===== config.mk =====
export PLATFORM = sky130hd
export DESIGN_NAME = audio_envelope_peak_pyramid_flat
export DESIGN_NICKNAME = d
export VERILOG_FILES = /design/src/rtl/core/aepp_pkg.sv /design/src/rtl/core/aepp_if.sv /design/src/rtl/core/audio_envelope_peak_pyramid.sv /design/src/rtl/core/aepp_front.sv /design/src/rtl/core/aepp_cell.sv /design/src/rtl/core/aepp_chain.sv /design/src/rtl/core/aepp_outq.sv /design/src/flat_wrapper.sv
export SDC_FILE = /design/constraint.sdc
export NUM_CORES = 2
export LEC_CHECK = 0
export BUFFER_PORTS_ARGS = -buffer_cell sky130_fd_sc_hd__buf_2
export CORE_ASPECT_RATIO = 1.25
export CORE_UTILIZATION = 59
export DETAILED_ROUTE_END_ITERATION = 10
export GPL_TIMING_DRIVEN = 0
export PLACE_DENSITY_LB_ADDON = 0.15
export REMOVE_ABC_BUFFERS = 1
export SLEW_MARGIN = 20
export SYNTH_ARGS = -nofsm -noshare
export SYNTH_HDL_FRONTEND = slang
export SYNTH_SLANG_ARGS = --single-unit

===== constraint.sdc =====
create_clock -name clock -period 7.6 [get_ports clock]
set_input_delay 1.52 -clock clock [delete_from_list [all_inputs] [get_ports clock]]
set_output_delay 1.52 -clock clock [all_outputs]
set_load 0.01 [all_outputs]

===== src/rtl/core/aepp_pkg.sv =====
// Shared constants, payload structs and helpers for the audio envelope peak pyramid.
// Used by every file under rtl/core; depends on nothing else.
package aepp_pkg;

   localparam int LINE_LENGTH = 300;
   localparam int LEVELS      = 6;
   localparam int NUM_CELLS   = LEVELS - 1;

   localparam int SAMPLE_W = 16;
   localparam int VALUE_W  = 15;
   localparam int LEVEL_W  = 3;
   localparam int RATIO_W  = 5;
   localparam int COUNT_W  = 4;
   localparam int SUM_W    = 24;
   localparam int POS_W    = $clog2(LINE_LENGTH + 1);

   localparam logic [VALUE_W-1:0] VALUE_MAX   = '1;
   localparam logic [RATIO_W-1:0] RATIO_MIN   = RATIO_W'(2);
   localparam logic [RATIO_W-1:0] RATIO_MAX   = RATIO_W'(16);
   localparam logic [RATIO_W-1:0] RATIO_RESET = RATIO_W'(10);
   localparam logic [LEVEL_W-1:0] LEVEL_ENV   = '0;
   localparam logic               HAS_CELLS   = (NUM_CELLS > 0);

   // Line sum divided by LINE_LENGTH through a rounded-up reciprocal; exact for every
   // sum below 2**SUM_W.
   localparam int DIV_LOG   = $clog2(LINE_LENGTH);
   localparam int DIV_SHIFT = SUM_W + DIV_LOG;
   localparam int RECIP_W   = SUM_W + 1;
   localparam int PROD_W    = SUM_W + RECIP_W;
   localparam logic [RECIP_W-1:0] DIV_RECIP =
      RECIP_W'(((64'd1 << DIV_SHIFT) + 64'(LINE_LENGTH) - 64'd1) / 64'(LINE_LENGTH));

   localparam int TQ_DEPTH = 4;
   localparam int TQ_PTR_W = $clog2(TQ_DEPTH);
   localparam int TQ_CNT_W = $clog2(TQ_DEPTH + 1);
   localparam int OQ_DEPTH = 8;
   localparam int OQ_PTR_W = $clog2(OQ_DEPTH);
   localparam int OQ_CNT_W = $clog2(OQ_DEPTH + 1);

   typedef struct packed {
      logic [VALUE_W-1:0] env;
      logic               eos;
   } line_type;

   typedef struct packed {
      logic               valid;
      logic               flush;
      logic               eos;
      logic               has_value;
      logic [VALUE_W-1:0] value;
   } token_type;

   typedef struct packed {
      logic [LEVEL_W-1:0] level_index;
      logic [VALUE_W-1:0] max_value;
      logic               is_peak_report;
      logic               last_of_run;
   } result_type;

   typedef struct packed {
      logic       valid;
      result_type data;
   } emit_type;

   function automatic logic [VALUE_W-1:0] value_max(input logic [VALUE_W-1:0] a,
                                                    input logic [VALUE_W-1:0] b);
      return (a > b) ? a : b;
   endfunction

endpackage


===== src/rtl/core/aepp_if.sv =====
// Valid/ready channel interfaces for samples, results and the ratio register.
// Depends on aepp_pkg for field widths.
interface aepp_req_if import aepp_pkg::*; ();
   logic                       valid;
   logic                       ready;
   logic signed [SAMPLE_W-1:0] sample;
   logic                       end_of_stream;

   modport source (output valid, output sample, output end_of_stream, input ready);
   modport sink   (input valid, input sample, input end_of_stream, output ready);
endinterface

interface aepp_rsp_if import aepp_pkg::*; ();
   logic               valid;
   logic               ready;
   logic [LEVEL_W-1:0] level_index;
   logic [VALUE_W-1:0] max_value;
   logic               is_peak_report;
   logic               last_of_run;

   modport source (output valid, output level_index, output max_value,
                   output is_peak_report, output last_of_run, input ready);
   modport sink   (input valid, input level_index, input max_value,
                   input is_peak_report, input last_of_run, output ready);
endinterface

interface aepp_csr_if import aepp_pkg::*; ();
   logic               valid;
   logic               ready;
   logic [RATIO_W-1:0] decimation_ratio;

   modport source (output valid, output decimation_ratio, input ready);
   modport sink   (input valid, input decimation_ratio, output ready);
endinterface


===== src/rtl/core/audio_envelope_peak_pyramid.sv =====
// Audio envelope peak pyramid: top level tying the sample front end, the level row
// and the result queue together. Depends on aepp_pkg, aepp_if and all aepp_ modules.
//
// Usage. Samples arrive on req_ch, one beat per sample, with end_of_stream on the last
// one. Every LINE_LENGTH samples (or at end of stream) one level 0 envelope beat leaves
// on rsp_ch, followed one beat per cycle by every coarser level whose group closes.
// At end of stream the partial groups are flushed level by level and a final beat
// carries the global peak with is_peak_report set; last_of_run marks the final beat
// caused by one sample. csr_ch writes decimation_ratio and is always ready; write it
// only while no results are outstanding.
// Throughput: one sample per cycle. A line passes a two-stage reciprocal multiply into
// a four-entry line queue; the level 0 beat goes on from there through the result queue
// to rsp_ch, and each further level follows as it ripples down the row of LEVELS-1
// cells. One line occupies the row at a time, and an end of stream holds it through its
// cascade, flush and peak report. req_ch.ready drops while four lines sit in the
// multiply stages and the line queue: that happens when ends of stream come closer
// together than the row retires them, or when a stalled receiver lets the eight-entry
// result queue fill, which freezes the row while lines back up.
// Reset clears all state at once and sets decimation_ratio to 10; no clearing pass.
module audio_envelope_peak_pyramid
   import aepp_pkg::*;
(
   input  logic       clock,
   input  logic       reset,
   aepp_req_if.sink   req_ch,
   aepp_rsp_if.source rsp_ch,
   aepp_csr_if.sink   csr_ch
);

   logic [RATIO_W-1:0] ratio_ff, ratio_eff;
   logic               tq_valid, tq_pop;
   line_type           tq_data;
   logic               oq_full, oq_push;
   result_type         oq_data;

   assign csr_ch.ready = 1'b1;

   always_comb begin
      if (ratio_ff < RATIO_MIN) begin
         ratio_eff = RATIO_MIN;
      end else if (ratio_ff > RATIO_MAX) begin
         ratio_eff = RATIO_MAX;
      end else begin
         ratio_eff = ratio_ff;
      end
   end

   always_ff @(posedge clock) begin
      if (reset) begin
         ratio_ff <= RATIO_RESET;
      end else if (csr_ch.valid && csr_ch.ready) begin
         ratio_ff <= csr_ch.decimation_ratio;
      end
   end

   aepp_front u_front (
      .clock    (clock),
      .reset    (reset),
      .req      (req_ch),
      .tq_pop   (tq_pop),
      .tq_valid (tq_valid),
      .tq_data  (tq_data)
   );

   aepp_chain u_chain (
      .clock    (clock),
      .reset    (reset),
      .ratio    (ratio_eff),
      .tq_valid (tq_valid),
      .tq_data  (tq_data),
      .tq_pop   (tq_pop),
      .oq_full  (oq_full),
      .oq_push  (oq_push),
      .oq_data  (oq_data)
   );

   aepp_outq u_outq (
      .clock     (clock),
      .reset     (reset),
      .push      (oq_push),
      .push_data (oq_data),
      .full      (oq_full),
      .rsp       (rsp_ch)
   );

   a_no_push_when_full: assert property (@(posedge clock) disable iff (reset)
      oq_push |-> !oq_full)
      else $error("result pushed into a full queue");

   a_pop_needs_line: assert property (@(posedge clock) disable iff (reset)
      tq_pop |-> tq_valid)
      else $error("line queue popped while empty");

   a_peak_closes_run: assert property (@(posedge clock) disable iff (reset)
      (rsp_ch.valid && rsp_ch.is_peak_report) |->
         (rsp_ch.last_of_run && rsp_ch.level_index == LEVEL_ENV))
      else $error("peak report beat is not the closing level 0 beat");

   a_quiet_after_reset: assert property (@(posedge clock)
      reset |=> !rsp_ch.valid)
      else $error("result beat offered right after reset");

endmodule


===== src/rtl/core/aepp_front.sv =====
// Sample front end: magnitude accumulation per line, divide by the line length and
// a small queue of finished line envelopes. Depends on aepp_pkg and aepp_if.
module aepp_front
   import aepp_pkg::*;
(
   input  logic             clock,
   input  logic             reset,
   aepp_req_if.sink         req,
   input  logic             tq_pop,
   output logic             tq_valid,
   output line_type         tq_data
);

   logic [SUM_W-1:0]    sum_ff, sum_in;
   logic [POS_W-1:0]    pos_ff, pos_in;
   logic                s1_valid_ff, s1_valid_in;
   logic [SUM_W-1:0]    s1_sum_ff, s1_sum_in;
   logic                s1_eos_ff, s1_eos_in;
   logic                s2_valid_ff;
   logic [PROD_W-1:0]   s2_prod_ff;
   logic                s2_eos_ff;

   line_type            tq_mem_ff [TQ_DEPTH];
   logic [TQ_PTR_W-1:0] tq_wr_ff, tq_rd_ff;
   logic [TQ_CNT_W-1:0] tq_count_ff, tq_count_in;

   logic [SAMPLE_W-1:0] raw, mag_full;
   logic [VALUE_W-1:0]  mag;
   logic [SUM_W-1:0]    sum_next;
   logic [POS_W-1:0]    pos_inc;
   logic                line_end, accept;
   logic [SUM_W-1:0]    quot;
   logic [VALUE_W-1:0]  env;
   logic [TQ_CNT_W:0]   pending;

   // Lines still in the divider count against the queue so that the pipe never stalls.
   assign pending   = {1'b0, tq_count_ff} + (TQ_CNT_W+1)'(s1_valid_ff)
                      + (TQ_CNT_W+1)'(s2_valid_ff);
   assign req.ready = pending < (TQ_CNT_W+1)'(TQ_DEPTH);
   assign accept    = req.valid && req.ready;

   always_comb begin
      raw      = req.sample;
      mag_full = raw[SAMPLE_W-1] ? (~raw + 1'b1) : raw;
      // Only the most negative sample leaves the top bit set; it saturates.
      mag      = mag_full[SAMPLE_W-1] ? VALUE_MAX : mag_full[VALUE_W-1:0];
      sum_next = sum_ff + SUM_W'(mag);
      pos_inc  = pos_ff + 1'b1;
      line_end = (pos_inc >= POS_W'(LINE_LENGTH)) || req.end_of_stream;

      sum_in      = sum_ff;
      pos_in      = pos_ff;
      s1_valid_in = 1'b0;
      s1_sum_in   = sum_next;
      s1_eos_in   = req.end_of_stream;
      if (accept) begin
         if (line_end) begin
            s1_valid_in = 1'b1;
            sum_in      = '0;
            pos_in      = '0;
         end else begin
            sum_in = sum_next;
            pos_in = pos_inc;
         end
      end
   end

   always_comb begin
      quot = SUM_W'(s2_prod_ff >> DIV_SHIFT);
      env  = (quot > SUM_W'(VALUE_MAX)) ? VALUE_MAX : quot[VALUE_W-1:0];
   end

   always_comb begin
      tq_count_in = tq_count_ff;
      case ({s2_valid_ff, tq_pop})
         2'b10:   tq_count_in = tq_count_ff + 1'b1;
         2'b01:   tq_count_in = tq_count_ff - 1'b1;
         default: tq_count_in = tq_count_ff;
      endcase
   end

   assign tq_valid = (tq_count_ff != '0);
   assign tq_data  = tq_mem_ff[tq_rd_ff];

   always_ff @(posedge clock) begin
      if (reset) begin
         sum_ff      <= '0;
         pos_ff      <= '0;
         s1_valid_ff <= 1'b0;
         s2_valid_ff <= 1'b0;
         tq_wr_ff    <= '0;
         tq_rd_ff    <= '0;
         tq_count_ff <= '0;
      end else begin
         sum_ff      <= sum_in;
         pos_ff      <= pos_in;
         s1_valid_ff <= s1_valid_in;
         s2_valid_ff <= s1_valid_ff;
         tq_count_ff <= tq_count_in;
         if (s2_valid_ff) begin
            tq_wr_ff <= tq_wr_ff + 1'b1;
         end
         if (tq_pop) begin
            tq_rd_ff <= tq_rd_ff + 1'b1;
         end
      end
   end

   always_ff @(posedge clock) begin
      s1_sum_ff  <= s1_sum_in;
      s1_eos_ff  <= s1_eos_in;
      s2_prod_ff <= s1_sum_ff * DIV_RECIP;
      s2_eos_ff  <= s1_eos_ff;
      if (s2_valid_ff) begin
         tq_mem_ff[tq_wr_ff] <= '{env: env, eos: s2_eos_ff};
      end
   end

endmodule


===== src/rtl/core/aepp_cell.sv =====
// One pyramid level: running maximum and group count, passing completed groups and
// flush tokens to the next coarser level. Depends on aepp_pkg.
module aepp_cell
   import aepp_pkg::*;
(
   input  logic               clock,
   input  logic               reset,
   input  logic               advance,
   input  logic [LEVEL_W-1:0] level,
   input  logic               is_top,
   input  logic [RATIO_W-1:0] ratio,
   input  token_type          tok_i,
   input  logic               next_completes,
   output token_type          tok_o,
   output logic               completes,
   output emit_type           em_o
);

   logic [VALUE_W-1:0] max_ff, max_in;
   logic [COUNT_W-1:0] count_ff, count_in;
   token_type          tok_ff, tok_in;
   logic [VALUE_W-1:0] merged;
   logic [COUNT_W:0]   count_inc;

   assign count_inc = {1'b0, count_ff} + 1'b1;
   // A group closes when the incoming value brings it to the ratio in force now.
   assign completes = (count_inc >= (COUNT_W+1)'(ratio));
   assign tok_o     = tok_ff;

   always_comb begin
      merged   = tok_i.has_value ? value_max(max_ff, tok_i.value) : max_ff;
      max_in   = max_ff;
      count_in = count_ff;
      tok_in   = '0;
      em_o     = '0;
      em_o.data.level_index = level;
      em_o.data.max_value   = merged;
      if (tok_i.valid) begin
         if (tok_i.flush) begin
            em_o.valid      = tok_i.has_value || (count_ff != '0);
            tok_in.valid    = !is_top;
            tok_in.flush    = 1'b1;
            tok_in.eos      = tok_i.eos;
            tok_in.has_value = em_o.valid;
            tok_in.value    = merged;
            max_in          = '0;
            count_in        = '0;
         end else if (completes) begin
            em_o.valid            = 1'b1;
            em_o.data.last_of_run = !tok_i.eos && !next_completes;
            tok_in.valid          = !is_top;
            tok_in.eos            = tok_i.eos;
            tok_in.has_value      = 1'b1;
            tok_in.value          = merged;
            max_in                = '0;
            count_in              = '0;
         end else begin
            max_in   = merged;
            count_in = count_inc[COUNT_W-1:0];
         end
      end
   end

   always_ff @(posedge clock) begin
      if (reset) begin
         max_ff   <= '0;
         count_ff <= '0;
         tok_ff   <= '0;
      end else if (advance) begin
         max_ff   <= max_in;
         count_ff <= count_in;
         tok_ff   <= tok_in;
      end
   end

endmodule


===== src/rtl/core/aepp_chain.sv =====
// Head sequencer and the row of level cells: emits level 0 envelopes, launches cascade
// and flush tokens, tracks and reports the global peak. Depends on aepp_pkg, aepp_cell.
module aepp_chain
   import aepp_pkg::*;
(
   input  logic               clock,
   input  logic               reset,
   input  logic [RATIO_W-1:0] ratio,
   input  logic               tq_valid,
   input  line_type           tq_data,
   output logic               tq_pop,
   input  logic               oq_full,
   output logic               oq_push,
   output result_type         oq_data
);

   typedef enum logic [2:0] {
      ST_IDLE    = 3'b001,
      ST_CASCADE = 3'b010,
      ST_FLUSH   = 3'b100
   } head_state_type;

   head_state_type     state_ff, state_in;
   logic [VALUE_W-1:0] peak_ff, peak_in;
   token_type          tok0_ff, tok0_in;
   emit_type           em0;

   token_type tok [0:NUM_CELLS];
   emit_type  em  [0:NUM_CELLS];
   logic      cmp [1:NUM_CELLS+1];
   logic      advance, busy;

   // At most one source emits per cycle, so a free output slot lets the whole row move.
   assign advance = !oq_full;
   assign tok[0]  = tok0_ff;
   assign em[0]   = em0;
   assign cmp[NUM_CELLS+1] = 1'b0;

   for (genvar k = 1; k <= NUM_CELLS; k++) begin : g_cell
      aepp_cell u_cell (
         .clock          (clock),
         .reset          (reset),
         .advance        (advance),
         .level          (LEVEL_W'(k)),
         .is_top         (k == NUM_CELLS),
         .ratio          (ratio),
         .tok_i          (tok[k-1]),
         .next_completes (cmp[k+1]),
         .tok_o          (tok[k]),
         .completes      (cmp[k]),
         .em_o           (em[k])
      );
   end

   always_comb begin
      busy = 1'b0;
      for (int i = 0; i <= NUM_CELLS; i++) begin
         busy = busy | tok[i].valid;
      end
   end

   always_comb begin
      oq_push = 1'b0;
      oq_data = em[0].data;
      for (int i = 0; i <= NUM_CELLS; i++) begin
         if (em[i].valid) begin
            oq_push = advance;
            oq_data = em[i].data;
         end
      end
   end

   // A new line waits until the previous one has left the row, keeping results in order.
   always_comb begin
      state_in = state_ff;
      peak_in  = peak_ff;
      tok0_in  = '0;
      em0      = '0;
      tq_pop   = 1'b0;
      case (state_ff)
         ST_IDLE: begin
            if (tq_valid && !busy) begin
               tq_pop                = advance;
               em0.valid             = 1'b1;
               em0.data.level_index  = LEVEL_ENV;
               em0.data.max_value    = tq_data.env;
               em0.data.last_of_run  = !tq_data.eos && !cmp[1];
               peak_in               = value_max(peak_ff, tq_data.env);
               tok0_in.valid         = HAS_CELLS;
               tok0_in.eos           = tq_data.eos;
               tok0_in.has_value     = 1'b1;
               tok0_in.value         = tq_data.env;
               if (tq_data.eos) begin
                  state_in = ST_CASCADE;
               end
            end
         end
         ST_CASCADE: begin
            if (!busy) begin
               tok0_in.valid = HAS_CELLS;
               tok0_in.flush = 1'b1;
               tok0_in.eos   = 1'b1;
               state_in      = ST_FLUSH;
            end
         end
         ST_FLUSH: begin
            if (!busy) begin
               em0.valid               = 1'b1;
               em0.data.level_index    = LEVEL_ENV;
               em0.data.max_value      = peak_ff;
               em0.data.is_peak_report = 1'b1;
               em0.data.last_of_run    = 1'b1;
               peak_in                 = '0;
               state_in                = ST_IDLE;
            end
         end
         default: begin
            state_in = ST_IDLE;
         end
      endcase
   end

   always_ff @(posedge clock) begin
      if (reset) begin
         state_ff <= ST_IDLE;
         peak_ff  <= '0;
         tok0_ff  <= '0;
      end else if (advance) begin
         state_ff <= state_in;
         peak_ff  <= peak_in;
         tok0_ff  <= tok0_in;
      end
   end

endmodule


===== src/rtl/core/aepp_outq.sv =====
// Result queue between the level row and the response channel, so bursts of level
// results do not hold up sample intake. Depends on aepp_pkg and aepp_if.
module aepp_outq
   import aepp_pkg::*;
(
   input  logic       clock,
   input  logic       reset,
   input  logic       push,
   input  result_type push_data,
   output logic       full,
   aepp_rsp_if.source rsp
);

   result_type          mem_ff [OQ_DEPTH];
   logic [OQ_PTR_W-1:0] wr_ff, rd_ff;
   logic [OQ_CNT_W-1:0] count_ff, count_in;
   logic                pop;
   result_type          head;

   assign full = (count_ff == OQ_CNT_W'(OQ_DEPTH));
   assign pop  = rsp.valid && rsp.ready;
   assign head = mem_ff[rd_ff];

   assign rsp.valid          = (count_ff != '0);
   assign rsp.level_index    = head.level_index;
   assign rsp.max_value      = head.max_value;
   assign rsp.is_peak_report = head.is_peak_report;
   assign rsp.last_of_run    = head.last_of_run;

   always_comb begin
      case ({push, pop})
         2'b10:   count_in = count_ff + 1'b1;
         2'b01:   count_in = count_ff - 1'b1;
         default: count_in = count_ff;
      endcase
   end

   always_ff @(posedge clock) begin
      if (reset) begin
         wr_ff    <= '0;
         rd_ff    <= '0;
         count_ff <= '0;
      end else begin
         count_ff <= count_in;
         if (push) begin
            wr_ff <= wr_ff + 1'b1;
         end
         if (pop) begin
            rd_ff <= rd_ff + 1'b1;
         end
      end
   end

   always_ff @(posedge clock) begin
      if (push) begin
         mem_ff[wr_ff] <= push_data;
      end
   end

endmodule


===== src/flat_wrapper.sv =====
// flat-port wrapper written by rule: the top's interface ports become plain ports
module audio_envelope_peak_pyramid_flat import aepp_pkg::*;
  (clock, reset, req_ch_valid, req_ch_sample, req_ch_end_of_stream, req_ch_ready, rsp_ch_valid, rsp_ch_level_index, rsp_ch_max_value, rsp_ch_is_peak_report, rsp_ch_last_of_run, rsp_ch_ready, csr_ch_valid, csr_ch_decimation_ratio, csr_ch_ready);
  aepp_req_if req_ch_i ();
  aepp_rsp_if rsp_ch_i ();
  aepp_csr_if csr_ch_i ();
  input  logic clock;
  input  logic reset;
  input wire logic [$bits(req_ch_i.valid)-1:0] req_ch_valid;
  input wire logic [$bits(req_ch_i.sample)-1:0] req_ch_sample;
  input wire logic [$bits(req_ch_i.end_of_stream)-1:0] req_ch_end_of_stream;
  output wire logic [$bits(req_ch_i.ready)-1:0] req_ch_ready;
  output wire logic [$bits(rsp_ch_i.valid)-1:0] rsp_ch_valid;
  output wire logic [$bits(rsp_ch_i.level_index)-1:0] rsp_ch_level_index;
  output wire logic [$bits(rsp_ch_i.max_value)-1:0] rsp_ch_max_value;
  output wire logic [$bits(rsp_ch_i.is_peak_report)-1:0] rsp_ch_is_peak_report;
  output wire logic [$bits(rsp_ch_i.last_of_run)-1:0] rsp_ch_last_of_run;
  input wire logic [$bits(rsp_ch_i.ready)-1:0] rsp_ch_ready;
  input wire logic [$bits(csr_ch_i.valid)-1:0] csr_ch_valid;
  input wire logic [$bits(csr_ch_i.decimation_ratio)-1:0] csr_ch_decimation_ratio;
  output wire logic [$bits(csr_ch_i.ready)-1:0] csr_ch_ready;
  assign req_ch_i.valid = req_ch_valid;
  assign req_ch_i.sample = req_ch_sample;
  assign req_ch_i.end_of_stream = req_ch_end_of_stream;
  assign req_ch_ready = req_ch_i.ready;
  assign rsp_ch_valid = rsp_ch_i.valid;
  assign rsp_ch_level_index = rsp_ch_i.level_index;
  assign rsp_ch_max_value = rsp_ch_i.max_value;
  assign rsp_ch_is_peak_report = rsp_ch_i.is_peak_report;
  assign rsp_ch_last_of_run = rsp_ch_i.last_of_run;
  assign rsp_ch_i.ready = rsp_ch_ready;
  assign csr_ch_i.valid = csr_ch_valid;
  assign csr_ch_i.decimation_ratio = csr_ch_decimation_ratio;
  assign csr_ch_ready = csr_ch_i.ready;
  audio_envelope_peak_pyramid u_core (.clock(clock), .reset(reset), .req_ch(req_ch_i), .rsp_ch(rsp_ch_i), .csr_ch(csr_ch_i));
endmodule

==> flow_metrics.tcl <==
set metrics [dict create \
    status "finished clean" \
    place_area_um2 35200 \
    drv_slew 0 \
    worstMarginPinSlew_ns 1.14 \
    arrival_ns 7.68 \
    place_congestion 0.964 \
    fill_cells 4546 \
    rsz0062_at_grt "no" \
    hold_path.startpoint "u_core.u_front.s2_eos_ff" \
    slew_headroom_pct 23.8 \
    dr_total_vias 23672 \
    final_cell_count_no_fill 4029 \
    cts_tree "yes" \
    grt_busiest_layer "met2" \
    post-route-cell-area_um2 37000 \
    drive_gt1_share_pct 10.0 \
    maxCapViolCount 0 \
    synthMostInstantiatedCell "inv_1" \
    cts_hold_buf 0 \
    met3_usage_pct 2.89 \
    grt_max_degree 94 \
    grt_first_pass_wirelength_um 128000 \
    wl_um 80700 \
    drc 0 \
    min_period_over_period_pct 94.3 \
    die_area_um2 58800 \
    min_period_ns 7.17 \
    ys_ff_latch 536 \
    grtUsageMet2_pct 51.5 \
    synth_edf_count 224 \
    ant_nets 0 \
    via_per_inst 5.88 \
    synth_area_leader_cell "edfxtp_1" \
    first_pass_iters 6 \
    antenna_cells 0 \
    finalHoldViolCount 0 \
    cp_max_fo 6 \
    startpoint "u_core.u_front.s1_sum_ff[11]" \
    antenna_found_initial 0 \
    wire_per_inst_um 20.0 \
    die_h_um 271 \
    finalSetupViolations 0 \
    hold_depth 0 \
    drt_iter0_markers 1329 \
    clk_latency_ns 0.63 \
    rows 98 \
    ys.flop_type "dfxtp_1" \
    grt_pass1_vias 24401 \
    clockBufferDepth 3 \
    synthTopCellsByCount "464 x inv_1, 362 x ha_1, 312 x dfxtp_1" \
    fin_tns_setup_ns 0 \
    placeableCoreArea_um2 57100 \
    post-place-cells 3929 \
    ys_async_sr_fraction_pct 0 \
    reg2reg_from "u_core.u_front.s1_sum_ff[11]" \
    fp.dieW_um 217 \
    syn2layout_area_growth_pct 8.58 \
    reg2reg_depth 22 \
    synth_cell_type_count 92 \
    yosys.area.top_type_share_pct 19.7 \
    netlist_area_um2 34100 \
    required_ns 8.11 \
    ys_seq_area_share_pct 38.0 \
    synth_area_leaders "edfxtp_1 20%, dfxtp_1 18%, ha_1 13%, fa_1 12%, inv_1 5.1%" \
    synthCells 3221 \
    use_met1_pct 31.1 \
    initial_core_util_pct 59.7 \
    nets 3831 \
    clkTransAtPathRegs_ns 0.06 \
    ios 50 \
    port_buffers 48 \
    path_class "reg2reg" \
    hpwlAfterDp_um 61500 \
    timing.fmax_ghz 0.139 \
    critPathLaunchType "flip-flop" \
    finClkSkew_ns 0.0470 \
    syn_area_per_cell_um2 10.6 \
    cts_buffers 53 \
    cts_sinks 536 \
    grt_overflow_total 0 \
    ys_warn_count 0 \
    track_usage_pct 27.7 \
    cts_root_buf "clkbuf_16" \
    hold_path.class "reg2reg" \
    htree_levels 2 \
    finish.utilization_pct 64.8 \
    worst_setup_path_end_kind "flip-flop" \
]
[path summary, 6_finish.rpt]
kind                                                        to  slack [ns]
worst min register to register  u_core.u_front.tq_mem_ff[0][0]        0.44
worst min-delay path            u_core.u_front.tq_mem_ff[0][0]        0.44
worst max-delay path             u_core.u_front.s2_prod_ff[47]        0.43
worst max register to register   u_core.u_front.s2_prod_ff[47]        0.43
[per-stage QoR]
step | hold slack, ns | setup slack, ns
floorplan | 0.310 | 1.29
global placement | 0.432 | 0.381
detailed placement | 0.436 | 0.279
CTS | 0.447 | 0.259
global route | 0.465 | 0.0270
finish | 0.439 | 0.431
[repair_timing]
| item | in CTS | in global routing |
|---|---|---|
| setup endpoints to repair | 0 | 2 |
| buffers inserted | 0 | 0 |
| gates resized for setup | 0 | 3 |
[cell usage in the layout (no fill, tap or decap), types with 16 or more instances in the layout]
cell	instances
nand2b_1	32
inv_1	464
o22ai_1	24
dfxtp_1	305
or3_1	16
nand4_1	31
buf_2	48
edfxtp_1	224
mux2_2	45
clkbuf_16	53
a21oi_1	202
xnor2_1	37
xor2_1	35
clkbuf_1	21
mux2i_1	69
o21a_1	16
or2_2	19
a22oi_1	81
nor2_1	286
nor2b_1	20
o21ai_0	56
fa_1	208
nand3_1	59
nand2_1	167
a21o_1	41
ha_1	362
nor3_1	24
mux4_2	56
[worst max-delay path, stage by stage (launching register included)]
cell and delay (ns):
dfxtp_1 0.59, inv_1 0.26, fa_1 0.53, fa_1 0.54, inv_1 0.05, fa_1 0.52, fa_1 0.49, fa_1 0.53
fa_1 0.55, inv_1 0.06, fa_1 0.54, inv_1 0.04, ha_1 0.34, a21o_1 0.17, nand3_1 0.08, a21oi_1 0.09
a211oi_1 0.37, o22ai_1 0.15, a21oi_1 0.30, a211oi_2 0.17, a311oi_1 0.42, o21ba_2 0.19, xnor2_1 0.10
[final cells by class]
| class | instances | area [µm²] | area share [%] |
|---|---|---|---|
| clock buffers | 79 | 1470 | 3.98 |
| clock inverters | 21 | 292 | 0.787 |
| inverters | 464 | 1740 | 4.70 |
| multi-input cells | 2106 | 19000 | 51.4 |
| flip-flops and latches | 536 | 13000 | 35.1 |
| well taps | 750 | 938 | 2.53 |
| repair buffers | 73 | 558 | 1.51 |
[state kept, by name, indices dropped and copies added, names as in the netlist, 15 cells and up, named ones only]
| register | count |
|---|---|
| u_core.u_chain.tok | 19 |
| u_core.u_front.tq_mem_ff | 64 |
| u_core.u_chain.peak_ff | 15 |
| u_core.u_front.s2_prod_ff | 16 |
| u_core.u_chain.g_cell.u_cell.tok_o | 76 |
| u_core.u_front.sum_ff | 24 |
| u_core.u_chain.g_cell.u_cell.max_ff | 75 |
| u_core.u_chain.g_cell.u_cell.count_ff | 20 |
| u_core.u_outq.mem_ff | 160 |
| u_core.u_front.s1_sum_ff | 24 |
[kinds of logic (layout without fill, tap and decap cells)]
| family | Yosys count | in the layout | synth area share [%] |
|---|---|---|---|
| AND/OR/NAND/NOR | 732 | 732 | 10.0 |
| buffers and inverters | 579 | 637 | 6.48 |
| adder cells (fa/ha/maj) | 570 | 570 | 25.5 |
| AO/OA/AOI/OAI | 561 | 561 | 10.9 |
| flip-flops | 536 | 536 | 38.0 |
| multiplexers | 170 | 170 | 7.21 |
| XOR/XNOR | 72 | 72 | 1.85 |
| other | 1 | 1 | 0.0110 |
[routing by layer]
metal / part of all wire [%] / routed length (µm)
met5: 0 / 0
met4: 5.4 / 4360
met3: 3.7 / 3010
met2: 53 / 42900
met1: 38 / 30300
Power is left out: the tool's default activity adds up to more than one toggle a clock period on the data nets, which glitch-free logic cannot reach.
